[src/rtl/vhl_pkg.sv]
`default_nettype none

package vhl_pkg;

    localparam int NUM_BONES_DEF = 128;
    localparam int CFG_IDX_W     = 3;

    localparam logic [CFG_IDX_W-1:0] REG_AMBIENT = 3'd0;
    localparam logic [CFG_IDX_W-1:0] REG_SHADE   = 3'd1;
    localparam logic [CFG_IDX_W-1:0] REG_LAMBERT = 3'd2;
    localparam logic [CFG_IDX_W-1:0] REG_SKY_R   = 3'd3;
    localparam logic [CFG_IDX_W-1:0] REG_SKY_G   = 3'd4;
    localparam logic [CFG_IDX_W-1:0] REG_SKY_B   = 3'd5;

    localparam logic [7:0]  AMBIENT_RST = 8'd32;
    localparam logic [7:0]  SHADE_RST   = 8'd192;
    localparam logic [15:0] LAMBERT_RST = 16'd6144;
    localparam logic [15:0] SKY_RST     = 16'd32768;

    localparam logic [16:0] AMBIENT_FLOOR = 17'd6554;
    localparam logic [15:0] LAMBERT_ONE   = 16'd4096;
    localparam logic [15:0] WHITE         = 16'd32768;

    // settings as the datapath uses them, all Q16 except lambert_r (Q4.12, >= 1.0)
    typedef struct packed {
        logic [16:0] ambient;
        logic [16:0] shade;
        logic [16:0] flat;
        logic [15:0] lambert_r;
        logic [15:0] sky_r;
        logic [15:0] sky_g;
        logic [15:0] sky_b;
    } vhl_cfg_t;

    typedef struct packed {
        logic        full;
        logic        flat;
        logic        pos;
        logic [31:0] num;
    } vhl_num_t;

    typedef struct packed {
        logic        full;
        logic        flat;
        logic        pos;
        logic [16:0] c;
    } vhl_quo_t;

    typedef struct packed {
        logic [15:0] r;
        logic [15:0] g;
        logic [15:0] b;
    } vhl_rgb_t;

endpackage

`default_nettype wire

[src/rtl/vhl_div.sv]
`default_nettype none

module vhl_div (
    input  logic              clk,
    input  logic              rst_n,
    input  logic              up_valid,
    output logic              up_stall,
    input  vhl_pkg::vhl_num_t up_data,
    input  logic [15:0]       divisor,
    output logic              dn_valid,
    input  logic              dn_stall,
    output vhl_pkg::vhl_quo_t dn_data
);
    import vhl_pkg::*;

    // two quotient bits per stage, 18 quotient bits in all
    localparam int STAGES = 9;

    // restoring step; remainder stays below divisor so it fits 16 bits
    function automatic logic [16:0] div_step(input logic [15:0] rem, input logic b,
                                             input logic [15:0] d);
        logic [16:0] t;
        logic [16:0] diff;
        t    = {rem, b};
        diff = t - {1'b0, d};
        if (t >= {1'b0, d})
            return {1'b1, diff[15:0]};
        else
            return {1'b0, t[15:0]};
    endfunction

    logic        v_reg    [STAGES];
    logic        en       [STAGES];
    logic [15:0] rem_reg  [STAGES];
    logic [17:0] low_reg  [STAGES];
    logic [17:0] q_reg    [STAGES];
    logic        full_reg [STAGES];
    logic        flat_reg [STAGES];
    logic        pos_reg  [STAGES];

    assign en[STAGES-1] = !v_reg[STAGES-1] || !dn_stall;
    assign up_stall     = !en[0];

    genvar i;
    generate
        for (i = 0; i < STAGES; i++)
        begin : g_stage
            logic        v_in;
            logic [15:0] rem_in;
            logic [17:0] low_in;
            logic [17:0] q_in;
            logic        full_in, flat_in, pos_in;
            logic [16:0] step_hi, step_lo;

            if (i == 0)
            begin : g_first
                // num <= divisor * 2^16, so its top 14 bits are below the divisor
                assign v_in    = up_valid;
                assign rem_in  = {2'b0, up_data.num[31:18]};
                assign low_in  = up_data.num[17:0];
                assign q_in    = 18'd0;
                assign full_in = up_data.full;
                assign flat_in = up_data.flat;
                assign pos_in  = up_data.pos;
            end
            else
            begin : g_next
                assign v_in    = v_reg[i-1];
                assign rem_in  = rem_reg[i-1];
                assign low_in  = low_reg[i-1];
                assign q_in    = q_reg[i-1];
                assign full_in = full_reg[i-1];
                assign flat_in = flat_reg[i-1];
                assign pos_in  = pos_reg[i-1];
            end

            if (i < STAGES - 1)
            begin : g_en
                assign en[i] = !v_reg[i] || en[i+1];
            end

            assign step_hi = div_step(rem_in, low_in[17], divisor);
            assign step_lo = div_step(step_hi[15:0], low_in[16], divisor);

            always_ff @(posedge clk or negedge rst_n)
            begin
                if (!rst_n)
                begin
                    v_reg[i] <= 1'b0;
                end
                else if (en[i])
                begin
                    v_reg[i] <= v_in;
                end
            end

            always_ff @(posedge clk)
            begin
                if (en[i])
                begin
                    rem_reg[i]  <= step_lo[15:0];
                    low_reg[i]  <= {low_in[15:0], 2'b00};
                    q_reg[i]    <= {q_in[15:0], step_hi[16], step_lo[16]};
                    full_reg[i] <= full_in;
                    flat_reg[i] <= flat_in;
                    pos_reg[i]  <= pos_in;
                end
            end
        end
    endgenerate

    assign dn_valid     = v_reg[STAGES-1];
    assign dn_data.full = full_reg[STAGES-1];
    assign dn_data.flat = flat_reg[STAGES-1];
    assign dn_data.pos  = pos_reg[STAGES-1];
    // quotient is at most 65536
    assign dn_data.c    = q_reg[STAGES-1][16:0];

endmodule

`default_nettype wire

[config.mk]
export PLATFORM = sky130hd
export DESIGN_NAME = vhl_div
export DESIGN_NICKNAME = d
export VERILOG_FILES = /design/src/rtl/vhl_pkg.sv /design/src/rtl/vhl_div.sv
export SDC_FILE = /design/constraint.sdc
export NUM_CORES = 1
export LEC_CHECK = 0
export CORE_MARGIN = 5
export CORE_UTILIZATION = 45
export DETAILED_ROUTE_END_ITERATION = 10
export DONT_BUFFER_PORTS = 1
export HOLD_SLACK_MARGIN = 0.02
export SETUP_SLACK_MARGIN = 0.5
export SKIP_CTS_REPAIR_TIMING = 1
export SLEW_MARGIN = 20
export SYNTH_ARGS = -nofsm -noshare
export SYNTH_HDL_FRONTEND = slang
export SYNTH_SLANG_ARGS = --single-unit
[constraint.sdc]
create_clock -name clk -period 10.2 [get_ports clk]
set_input_delay 0.51 -clock clk [delete_from_list [all_inputs] [get_ports clk]]
set_output_delay 0.51 -clock clk [all_outputs]
set_load 0.02 [all_outputs]
# Yosys cells after proc, flatten, opt, wreduce, memory -nomap -nowiden
# Memories as Yosys holds them, arrays and structs flattened.
# Index checks and enable logic that the tools add are counted.
dict set report classes {
  n_eq_ne 0
  addsub 18
  mul 0
  div_mod_pow 0
  bitwise 0
  shifts 0
  order_cmp 18
  mux 36
  n_reduce_logical 20
}
# cell count
set ops {}
lappend ops {{$mux W17} 18}
lappend ops {{$ge A17 B16 Y1} 17}
lappend ops {{$sub A16 B16 Y16} 17}
lappend ops {{$mux W1} 18}
lappend ops {{$ge A15 B16 Y1} 1}
lappend ops {{$sub A15 B16 Y16} 1}
lappend ops {{$logic_not A1 Y1} 11}
lappend ops {{$logic_or A1 B1 Y1} 9}
dict set report word_totals {
  n_memories 6
  regBits 9
  romBits 0
  latch_bits 0
  in_bits 55
  ramBits 477
}
# memory depth width read_ports rd_clocked_by_memory_dff write_ports line_no
set mem_list {}
lappend mem_list {q_reg 9 18 9 0 9 vhl_div.sv:36} ;# logic [17:0] q_reg [STAGES];
lappend mem_list {low_reg 9 16 8 0 9 vhl_div.sv:35} ;# logic [17:0] low_reg [STAGES];
lappend mem_list {rem_reg 9 16 8 0 9 vhl_div.sv:34} ;# logic [15:0] rem_reg [STAGES];
lappend mem_list {flat_reg 9 1 9 0 9 vhl_div.sv:38} ;# logic flat_reg [STAGES];
lappend mem_list {full_reg 9 1 9 0 9 vhl_div.sv:37} ;# logic full_reg [STAGES];
lappend mem_list {pos_reg 9 1 9 0 9 vhl_div.sv:39} ;# logic pos_reg [STAGES];

# Logic depth before layout (Yosys ltp)
dict set report depth {
  ltp_word 12
  mapped_depth 23
}

# Worst setup path before layout
# OpenSTA, ideal clock, no wires.
dict set report synth_timing {
  path_kind {input port to flip-flop}
  start {input port divisor[1]}
  end {memory rem_reg[5][7] (netlist: rem_reg[0][87]), data pin}
  slack_ns 3.866
  path_buffers 2
  cell_stages 20
  arrival_ns 6.074
  cell_sequence {inv_1 -> ha_1 -> nor2b_1 -> o31a_1 -> o311ai_1 -> a31oi_1 -> nor2_1 -> clkbuf_1 -> nand2_1 -> o21ai_0 -> ha_1 -> nor2b_1 -> o211ai_1 -> nand3_1 -> a221oi_2 -> o211ai_1 -> a21o_1 -> a211oi_2 -> buf_6 -> mux2_2}
}
# element line_no
set synth_lines {}
lappend synth_lines {{start: declaration} vhl_div.sv:9} ;# input logic [15:0] divisor,
lappend synth_lines {{end: declaration} vhl_div.sv:34}

==> impl_metrics.csv <==
group,metric,value,unit
outcome,outcome,"finished clean",
placed_design,port_buffers,0,
critical_path,end_kind,"flip-flop",
route,dr_total_vias,19600,
clocking,clock-sinks,317,
cells_and_area,nets,2874,
route,wire_per_inst,20.8,um
critical_path,cpLargestDelayFamily,"compound AO/OA/AOI/OAI gates",
sta,setup_viol,0,
floorplan,core_area,56400,um2
synthesis,async_flop_share,0.0284,
floorplan,io_pins,77,
floorplan,chipHeight,249,um
sta,hold-worst-slack,0.0506,ns
global_route,antenna_found_initial,1,
hold_path,min_path_cells,0,
cells_and_area,area_growth,9.13,%
floorplan,die_w,249,um
sta,period_needed,6.33,ns
flow_run,cap_viol_max_count,0,
critical_path,cpPeakStageDelay,0.82,ns
clocking,cts_root_buffer,"clkbuf_16",
critical_path,r2r_slack,4.03,ns
clocking,clockBufferDepth,3,
synthesis,synth-edff-count,308,
critical_path,crit_required,10.50,ns
cells_and_area,num_antenna_cells,0,
critical_path,worstSetupPathType,"input pin to flip-flop",
critical_path,r2r-end,"rem_reg[0][33]",
clocking,clk_latency,0.56,ns
critical_path,rr_worst_depth,17,
clocking,clk_pin_slew_worst_paths,0.06,ns
critical_path,reg2reg_from,"rem_reg[0][24]",
route,dr.pass1.iters,6,
floorplan,std_cell_rows,87,
hold_path,min-delay-start,"up_data[3]",
cells_and_area,fillers,5177,
floorplan,start_util,0.455,
clocking,cts_tree,"built",
hold_path,hold_path_class,"input pin to flip-flop",
synthesis,yosysUniqueCellTypes,87,
route,drc_errors,0,
cells_and_area,drive_above_1_share,0.124,
critical_path,critPathMaxFanout,26,
global_route,overflow,0,
clocking,numCtsBuffers,38,
synthesis,yosys_warnings,0,
sta,fin_crit_sh,0.621,
route,routed_wl,68500,um
sta,rsz0062_at_grt,"false",
critical_path,cp-start-kind,"input pin",
critical_path,cp_data_arrival_time,6.64,ns
synthesis,synthesis.nets,2828,
synthesis,yosysSeqAreaShare,0.369,
sta,slew_headroom,0.285,
sta,fmax,0.158,GHz
critical_path,path_buf_inv,2,
placed_design,gp_congestion,0.934,
global_route,grt_start_max_net_pins,39,
sta,final_max_slew_viol_count,0,
global_route,grt_pass1_wl,106000,um
route,ant_nets,0,
cells_and_area,largest_reg_flops,128,
global_route,grt_pass1_vias,19100,
cells_and_area,final_util,0.496,
synthesis,syn_inst,2469,
floorplan,dieArea,61900,um2
critical_path,slowest_stage,"a211oi_4",
synthesis,ys_ff_latch,317,
cells_and_area,final_common_cell,"edfxtp_1",
route,drtIter0Drc,1238,
placed_design,hpwl,49700,um
synthesis,synthFlopType,"edfxtp_1",
synthesis,avgSynthCellArea,10.4,um2
global_route,grt_usage,0.213,
sta,hold_viol,0,
cells_and_area,final_cell_mix,"308 x edfxtp_1, 287 x ha_1, 174 x mux2_2, 166 x a21oi_1, 152 x nor2_1",
synthesis,netlist_area,25600,um2
critical_path,crit_chain,"inv_1 > buf_4 > ha_1 > nand2_1 > or4_1 > and3_1 > a21boi_4 > o21ai_4 > mux2_2 > ha_1 > a21oi_1 > o21ai_0 > or3_1 > o21ai_1 > o22ai_1 > o31a_1 > a211oi_4 > mux2_2",
hold_path,hold_end,"low_reg[0][3]",
sta,fin_setup_tns,0,ns
clocking,htree_levels,2,
sta,fin_skew,0.0254,ns
route,vias_per_cell,5.95,
sta,tightest_slew,1.07,ns
## cell type report
class | count | area [um2] | share of cell area
Inverter | 127 | 477 | 0.0170
Clock inverter | 22 | 235 | 0.00841
Multi-Input combinational cell | 1991 | 15500 | 0.556
Sequential cell | 317 | 9470 | 0.339
Timing Repair Buffer | 40 | 333 | 0.0119
Tap cell | 756 | 946 | 0.0338
Clock buffer | 44 | 973 | 0.0348
## worst max path at each step
stage	from	to	slack, ns	cells past startpoint
2_1_floorplan	divisor[1]	rem_reg[0][87]	3.87	20
4_1_cts	divisor[1]	rem_reg[0][34]	3.90	20
3_5_place_dp	divisor[1]	rem_reg[0][33]	3.30	20
5_1_grt	divisor[1]	rem_reg[0][34]	3.27	20
3_3_place_gp	divisor[8]	rem_reg[0][101]	3.41	18
6_report	divisor[8]	rem_reg[0][99]	3.87	18
## worst register-to-register path, stage by stage (launching register included)
cell and delay [ns]:
edfxtp_1 0.40, ha_1 0.48, nand3_1 0.19, or4_1 0.65, nand2_1 0.13, nor4_1 0.06, a21boi_2 0.33, buf_4 0.28
mux2i_1 0.37, ha_1 0.31, nor2b_1 0.15, o211a_1 0.22, o31ai_1 0.38, a21oi_1 0.16, a221oi_1 0.37, o21ai_0 0.23
a21oi_2 0.78, mux2_2 0.43
## logic make-up (layout without fill, tap and decap cells)
group,Yosys count,after routing,synth area share
AOI/OAI and AO/OA,674,674,0.178
xor gates and xnor gates,188,188,0.0642
adders and majority gates,304,304,0.153
buffers and inverters,161,233,0.0255
DFF,317,317,0.369
muxes,207,207,0.0909
and+or+nand+nor,618,618,0.119
## cell usage after synthesis (17+ instances only)
cell	count	area share
inv_1	126	0.018
xnor2_1	135	0.046
fa_1	17	0.013
nor3_1	51	0.010
edfxtp_1	308	0.36
clkbuf_1	17	0.0025
o21bai_1	28	0.0082
o21a_1	62	0.018
mux2_2	174	0.076
xor2_1	53	0.018
nand2_1	148	0.022
nand3_1	55	0.011
nand2b_1	31	0.0076
a211oi_1	39	0.011
nor2b_1	41	0.010
mux2i_1	25	0.0098
a21o_1	61	0.018
nand4_1	48	0.012
a21oi_1	166	0.032
nor2_1	152	0.022
ha_1	287	0.14
o31ai_1	21	0.0061
o21ai_0	132	0.026
## stage by stage
stage	cells	setup slack, ns	area [um2]
detailed placement	3218	3.30	26600
global placement	3218	3.41	26600
CTS	3284	3.90	27800
floorplan	2469	3.87	25600
global route	3297	3.27	28000
finish	3297	3.87	28000
## per-layer routing
metal	track usage	wire length, um	part of all wire
met1	0.273	29900	0.44
met2	0.372	33300	0.49
met3	0.0272	2590	0.038
met4	0.0746	2740	0.040
met5	0	0	0
Power is not shown: default switching activity piles up to over one toggle a cycle in this logic, so the estimate is an artifact.
