===== config.mk =====
export PLATFORM = sky130hd
export DESIGN_NAME = vhl_back
export DESIGN_NICKNAME = d
export VERILOG_FILES = /design/src/rtl/vhl_pkg.sv /design/src/rtl/vhl_back.sv
export SDC_FILE = /design/constraint.sdc
export NUM_CORES = 2
export LEC_CHECK = 0
export ABC_AREA = 1
export BUFFER_PORTS_ARGS = -buffer_cell sky130_fd_sc_hd__buf_2
export CAP_MARGIN = 20
export CORE_MARGIN = 2
export CORE_UTILIZATION = 55
export DETAILED_ROUTE_END_ITERATION = 6
export PLACE_DENSITY = 0.83
export SYNTH_ARGS = -nofsm -noshare
export SYNTH_HDL_FRONTEND = slang
export SYNTH_SLANG_ARGS = --single-unit

===== constraint.sdc =====
create_clock -name clk -period 13.69 [get_ports clk]
set_input_delay 2.738 -clock clk [delete_from_list [all_inputs] [get_ports clk]]
set_output_delay 2.738 -clock clk [all_outputs]
set_load 0.02 [all_outputs]

===== src/rtl/vhl_pkg.sv =====
`default_nettype none

package vhl_pkg;

    localparam int NUM_BONES_DEF = 128;
    localparam int CFG_IDX_W     = 3;

    localparam logic [CFG_IDX_W-1:0] REG_AMBIENT = 3'd0;
    localparam logic [CFG_IDX_W-1:0] REG_SHADE   = 3'd1;
    localparam logic [CFG_IDX_W-1:0] REG_LAMBERT = 3'd2;
    localparam logic [CFG_IDX_W-1:0] REG_SKY_R   = 3'd3;
    localparam logic [CFG_IDX_W-1:0] REG_SKY_G   = 3'd4;
    localparam logic [CFG_IDX_W-1:0] REG_SKY_B   = 3'd5;

    localparam logic [7:0]  AMBIENT_RST = 8'd32;
    localparam logic [7:0]  SHADE_RST   = 8'd192;
    localparam logic [15:0] LAMBERT_RST = 16'd6144;
    localparam logic [15:0] SKY_RST     = 16'd32768;

    localparam logic [16:0] AMBIENT_FLOOR = 17'd6554;
    localparam logic [15:0] LAMBERT_ONE   = 16'd4096;
    localparam logic [15:0] WHITE         = 16'd32768;

    // settings as the datapath uses them, all Q16 except lambert_r (Q4.12, >= 1.0)
    typedef struct packed {
        logic [16:0] ambient;
        logic [16:0] shade;
        logic [16:0] flat;
        logic [15:0] lambert_r;
        logic [15:0] sky_r;
        logic [15:0] sky_g;
        logic [15:0] sky_b;
    } vhl_cfg_t;

    typedef struct packed {
        logic        full;
        logic        flat;
        logic        pos;
        logic [31:0] num;
    } vhl_num_t;

    typedef struct packed {
        logic        full;
        logic        flat;
        logic        pos;
        logic [16:0] c;
    } vhl_quo_t;

    typedef struct packed {
        logic [15:0] r;
        logic [15:0] g;
        logic [15:0] b;
    } vhl_rgb_t;

endpackage

`default_nettype wire


===== src/rtl/vhl_back.sv =====
`default_nettype none

module vhl_back (
    input  logic              clk,
    input  logic              rst_n,
    input  logic              up_valid,
    output logic              up_stall,
    input  vhl_pkg::vhl_quo_t up_data,
    input  vhl_pkg::vhl_cfg_t cfg,
    output logic              out_valid,
    input  logic              out_stall,
    output vhl_pkg::vhl_rgb_t light
);
    import vhl_pkg::*;

    localparam logic [16:0] ONE_Q16 = 17'd65536;

    logic en1, en2, en3, en4;

    // stage 1: c * shade
    logic        v1_reg;
    logic        full1_reg, flat1_reg, pos1_reg;
    logic [33:0] prod1_reg;
    // stage 2: illum
    logic        v2_reg;
    logic        full2_reg;
    logic [16:0] illum2_reg;
    logic [34:0] round_sum;
    logic [16:0] sub;
    logic [17:0] base;
    logic signed [18:0] diff;
    logic [16:0] illum2_next;
    // stage 3: tint products
    logic        v3_reg;
    logic        full3_reg;
    logic [32:0] tr3_reg, tg3_reg, tb3_reg;
    // stage 4: output register
    logic        v4_reg;
    vhl_rgb_t    rgb4_reg;
    vhl_rgb_t    rgb4_next;

    function automatic logic [15:0] tint_sat(input logic [32:0] p);
        logic [33:0] s;
        s = {1'b0, p} + 34'd32768;
        return (s[33:16] > 18'd65535) ? 16'hFFFF : s[31:16];
    endfunction

    assign en4      = !v4_reg || !out_stall;
    assign en3      = !v3_reg || en4;
    assign en2      = !v2_reg || en3;
    assign en1      = !v1_reg || en2;
    assign up_stall = !en1;

    always_ff @(posedge clk or negedge rst_n)
    begin
        if (!rst_n)
        begin
            v1_reg <= 1'b0;
            v2_reg <= 1'b0;
            v3_reg <= 1'b0;
            v4_reg <= 1'b0;
        end
        else
        begin
            if (en1) v1_reg <= up_valid;
            if (en2) v2_reg <= v1_reg;
            if (en3) v3_reg <= v2_reg;
            if (en4) v4_reg <= v3_reg;
        end
    end

    always_comb
    begin
        round_sum = {1'b0, prod1_reg} + 35'd32768;
        sub       = pos1_reg ? round_sum[32:16] : 17'd0;
        if (flat1_reg)
            base = {1'b0, cfg.ambient} + {1'b0, cfg.flat};
        else
            base = {1'b0, cfg.ambient} + {1'b0, cfg.shade};
        diff = $signed({1'b0, base}) - $signed({2'b0, (flat1_reg ? 17'd0 : sub)});
        if (diff < 19'sd0)
            illum2_next = 17'd0;
        else if (diff > $signed({2'b0, ONE_Q16}))
            illum2_next = ONE_Q16;
        else
            illum2_next = diff[16:0];
    end

    always_comb
    begin
        if (full3_reg)
        begin
            rgb4_next.r = WHITE;
            rgb4_next.g = WHITE;
            rgb4_next.b = WHITE;
        end
        else
        begin
            rgb4_next.r = tint_sat(tr3_reg);
            rgb4_next.g = tint_sat(tg3_reg);
            rgb4_next.b = tint_sat(tb3_reg);
        end
    end

    always_ff @(posedge clk)
    begin
        if (en1)
        begin
            full1_reg <= up_data.full;
            flat1_reg <= up_data.flat;
            pos1_reg  <= up_data.pos;
            prod1_reg <= {17'd0, up_data.c} * {17'd0, cfg.shade};
        end
        if (en2)
        begin
            full2_reg  <= full1_reg;
            illum2_reg <= illum2_next;
        end
        if (en3)
        begin
            full3_reg <= full2_reg;
            tr3_reg   <= {16'd0, illum2_reg} * {17'd0, cfg.sky_r};
            tg3_reg   <= {16'd0, illum2_reg} * {17'd0, cfg.sky_g};
            tb3_reg   <= {16'd0, illum2_reg} * {17'd0, cfg.sky_b};
        end
        if (en4)
        begin
            rgb4_reg <= rgb4_next;
        end
    end

    assign out_valid = v4_reg;
    assign light     = rgb4_reg;

endmodule

`default_nettype wire


After elaboration in Yosys (flattened, before gate mapping):

Index checks and enable logic that the tools add are counted.

* multiply operators: 4
* multiplexer cells: 7
* add/sub/neg operators: 7
* reductions and logical operators: 14
* magnitude comparators: 5

Operator list (number)
* $add A33 B16 Y34 const B: 3
* $mul A17 B16 Y33: 3
* $gt A18 B16 Y1 const B: 3
* $mux W17: 3
* $mux W15: 3
* $add A17 B17 Y18: 2
* $add A33 B16 Y33 const B: 1
* $mul A17 B17 Y33: 1
* $gt A19 B18 Y1 const B: 1
* $lt A19 B1 Y1 const B: 1
* $sub A18 B17 Y19: 1
* $mux W18: 1
* $reduce_or A2 Y1: 4
* $logic_not A1 Y1: 6
* $logic_or A1 B1 Y1: 4

* register bits after elaboration: 206
* output and inout bits: 50
* input port bits: 139
* word-level logic and storage cells: 58

Logic depth before layout (Yosys ltp):

* depth after elaboration: 6
* depth in mapped cells: 29
* mapped depth without buffers: 28

Least setup slack after synthesis:

No wires, ideal clock.

* kind: input -> output
* from: in out_stall
* to: out up_stall
* cell stages on the path: 6
* data required time: 10.952 ns
* buffers on the path: 0
* setup slack: 5.160 ns
* arrival: 5.792 ns
* cells stage by stage: nand2_1 nor2_1 inv_1 nor2_1 inv_1 nor2_1

* longest elaborated chain between the ends: 6

RTL lines
* from (decl): line vhl_back.sv:11 `input logic out_stall,`
* $logic_not A1 Y1: line vhl_back.sv:48 `assign en4 = !v4_reg || !out_stall;`
* $logic_or A1 B1 Y1: line vhl_back.sv:48
* $logic_or A1 B1 Y1: line vhl_back.sv:49 `assign en3 = !v3_reg || en4;`
* net en3: line vhl_back.sv:18 `logic en1, en2, en3, en4;`
* $logic_or A1 B1 Y1: line vhl_back.sv:50 `assign en2 = !v2_reg || en3;`
* net en2: line vhl_back.sv:18
* $logic_or A1 B1 Y1: line vhl_back.sv:51 `assign en1 = !v1_reg || en2;`
* $logic_not A1 Y1: line vhl_back.sv:52 `assign up_stall = !en1;`
* to (decl): line vhl_back.sv:7 `output logic up_stall,`

The timed path passes the listed nets, and every way through them passes these cells.

Worst setup path in the final report:

* from: in cfg[84] (netlist name)
* to: reg prod1_reg[32] (data pin)

* longest elaborated chain between the ends: 1

RTL lines
* from (decl): line vhl_back.sv:9 `input vhl_pkg::vhl_cfg_t cfg,`
* $mul A17 B17 Y33: line vhl_back.sv:112 `prod1_reg <= {17'd0, up_data.c} * {17'd0, cfg.shade};`
* to (signal assigned): line vhl_back.sv:112
* to (decl): line vhl_back.sv:23 `logic [33:0] prod1_reg;`

Every way passes these cells.
A chain may end at the register's enable or synchronous reset.

==> impl_metrics.py <==
metrics = {
    "critical_path": {
        "crit_arrival_ns": 8.35,
        "required_ns": 13.91,
        "worstReg2RegStart": "illum2_reg[16]$_SDFFCE_PN0P_",
        "cp_common_cell": "fa_1",
        "reg2regPathDepth": 20,
        "worst_path_largest_cell_delay_ns": 0.52,
        "reg2reg_slack_ns": 7.30,
        "cp_top_family": "adder cells",
        "end_kind": "register",
        "rr_endpoint": "tr3_reg[28]$_DFFE_PP_",
        "crit_chain": "buf_2 > nand2_1 > fa_1 > fa_1 > fa_1 > inv_1 > fa_1 > fa_1 > inv_1 > fa_1 > inv_1 > ha_1 > nand2_1 > a21oi_1 > nor2_1 > a21boi_0 > o211ai_1 > nand2_1 > inv_1 > nor2_1 > nand2_1 > nand2_1",
        "path_buf_inv": 5,
        "crit_start": "cfg[84]",
        "crit_type": "in2reg",
        "cp_max_fo": 18,
        "crit_slowest_cell": "fa_1",
        "worst-path-stages": 22,
        "endpoint": "prod1_reg[32]$_DFFE_PN_",
        "critPathLaunchType": "input port",
    },
    "cells_and_area": {
        "largest_reg_flops": 48,
        "mostFrequentLayoutCell": "inv_1",
        "layout-drive-gt1-share_pct": 4.57,
        "area_growth_pct": 4.26,
        "fin_nets": 7396,
        "layout_common_cells": "inv_1, nand2_1, fa_1",
        "fillers": 7260,
    },
    "detailed_routing": {
        "drc": 0,
        "finalWirelength_um": 117000,
        "firstDrtPassIters": 6,
        "wl_per_cell_um": 16.5,
        "ant_nets": 0,
        "via_count": 37700,
        "avgViaCountPerCell": 5.35,
        "drtIter0Drc": 2456,
    },
    "global_route": {
        "grt_max_degree": 58,
        "grt_pass1_vias": 40400,
        "grt_usage_pct": 28.3,
        "antenna_found_initial": 10,
        "grt_pass1_wl_um": 196000,
        "grt_overflow": 0,
    },
    "sta": {
        "finClkSkew_ns": 0.0139,
        "maxSlewHeadroom_pct": 32.7,
        "setup_violations": 0,
        "rsz0062_at_grt": "no",
        "fmax_ghz": 0.123,
        "finalMaxSlewViolations": 0,
        "layout_min_cycle_time_ns": 8.13,
        "setup_tns_ns": 0,
        "hold_violations": 0,
        "tightest_slew_ns": 1.01,
        "finalCritPeriodShare_pct": 59.4,
    },
    "logic_synthesis": {
        "syn_nets": 7445,
        "post_synth_num_cell_types": 52,
        "syn_inst": 6016,
        "synth_seq_cells": 146,
        "avgSynthCellArea_um2": 7.63,
        "synth_edf_count": 142,
        "syn_area_um2": 45900,
        "synth_ff_type": "edfxtp_1",
        "async_flop_share_pct": 2.74,
        "synth-seq-area-share_pct": 9.51,
        "yosysWarnings": 0,
    },
    "placement": {
        "gp_congestion": 0.975,
        "port_buffers": 172,
        "dp_hpwl_um": 93400,
    },
    "clock_network": {
        "cts_buffers": 17,
        "cts.sinks": 146,
        "cts_tree": "done",
        "clkLatencyLatePin_ns": 0.46,
        "postCtsResizedCells": 0,
        "postCtsHoldBufs": 0,
        "cts.path.max_buffers": 2,
        "htreeDepth": 4,
        "path_clk_slew_ns": 0.07,
        "cts-root-buf": "clkbuf_16",
        "cts_setup_buffers": 0,
    },
    "die": {
        "die_x_um": 293,
        "boundaryPins": 189,
        "die_area_um2": 85800,
        "floorplan.initialDensity_pct": 55.7,
        "die_h_um": 293,
        "rows": 105,
        "core_um2": 82400,
    },
    "flow_run": {
        "maxCapViolations": 0,
    },
    "min_path": {
        "hp-class": "reg2reg",
    },
    "outcome": {
        "status": "finished clean",
    },
}
worst reg2reg max path, cell delays in order (launching register included):
cell      delay (ns)
edfxtp_1        0.38
buf_4           0.55
nand2_1         0.21
fa_1            0.53
fa_1            0.60
inv_1           0.07
fa_1            0.48
fa_1            0.50
fa_1            0.49
inv_1           0.05
fa_1            0.49
inv_1           0.04
ha_1            0.34
inv_1           0.07
o21ai_0         0.14
a21oi_1         0.30
o21ai_0         0.22
a221oi_1        0.44
nand2_1         0.10
nand2_1         0.07
nand2_1         0.06
per-layer routing:
layer | GRT usage [%] | wire length, µm | share of wire [%]
met3 | 4.03 | 9990 | 8.6
met5 | 0 | 0 | 0
met4 | 9.19 | 3770 | 3.2
met1 | 34.9 | 44400 | 38
met2 | 50.8 | 58400 | 50
through the flow:
step	instance area (µm²)	std cells	utilization, %	worst slack, ns	hold WS, ns
2_1_floorplan	45900	6016	-	5.16	0.400
3_3_place_gp	47200	7017	57.3	5.21	0.401
3_5_place_dp	47300	7018	57.4	5.12	0.413
4_1_cts	47800	7050	58.1	5.63	0.430
5_1_grt	47800	7051	58.1	5.32	0.445
6_report	47900	7055	58.1	5.56	0.427
worst min path at each step:
stage	from	to	slack, ns	depth (start not counted)
2_1_floorplan	full1_reg$_DFFE_PN_	full2_reg$_DFFE_PP_	0.40	0
3_3_place_gp	full2_reg$_DFFE_PP_	full3_reg$_DFFE_PP_	0.40	0
3_5_place_dp	full2_reg$_DFFE_PP_	full3_reg$_DFFE_PP_	0.41	0
4_1_cts	full2_reg$_DFFE_PP_	full3_reg$_DFFE_PP_	0.43	0
5_1_grt	full2_reg$_DFFE_PP_	full3_reg$_DFFE_PP_	0.44	0
6_report	full2_reg$_DFFE_PP_	full3_reg$_DFFE_PP_	0.43	0
layout make-up:
class,count,area [µm²],area share [%]
clock buffers,18,429,0.897
diodes,5,12.5,0.0261
multi-input cells,3854,33900,70.9
inverters,1756,6590,13.8
flip-flops and latches,146,4360,9.12
clock inverters,14,144,0.301
repair buffers,192,1030,2.15
well taps,1070,1340,2.80
cell usage after synthesis, drive strengths merged (2+ instances only):
cell	count	area share, %
nand2	1585	13
nor2	230	2.0
xor2	86	1.7
nand3b	5	0.082
o21ai	139	1.5
fa	844	37
o211ai	4	0.065
or2	4	0.055
o211a	2	0.044
a221oi	9	0.17
o31ai	2	0.033
nor4	15	0.20
a21o	18	0.29
ha	446	12
dfrtp	4	0.22
clkbuf	230	1.9
nand3	106	1.2
o2111ai	2	0.038
nor3	37	0.41
buf	30	0.30
o21a	9	0.15
inv	1755	14
nand4	45	0.61
a31oi	16	0.22
a211oi	4	0.065
a21boi	5	0.082
a21oi	197	2.2
o311ai	2	0.038
o221ai	2	0.038
xnor2	31	0.61
edfxtp	142	9.3
o21bai	6	0.098
logic make-up after synthesis:
kind of cell	synth area share, %
xor+xnor	2.27
flops	9.51
buf+inv	16.5
simple gates	17.6
compound gates	5.10
fa+ha+maj	49.0
Power is not shown: default switching activity piles up to over one toggle a cycle in this logic, so the estimate is an artifact.
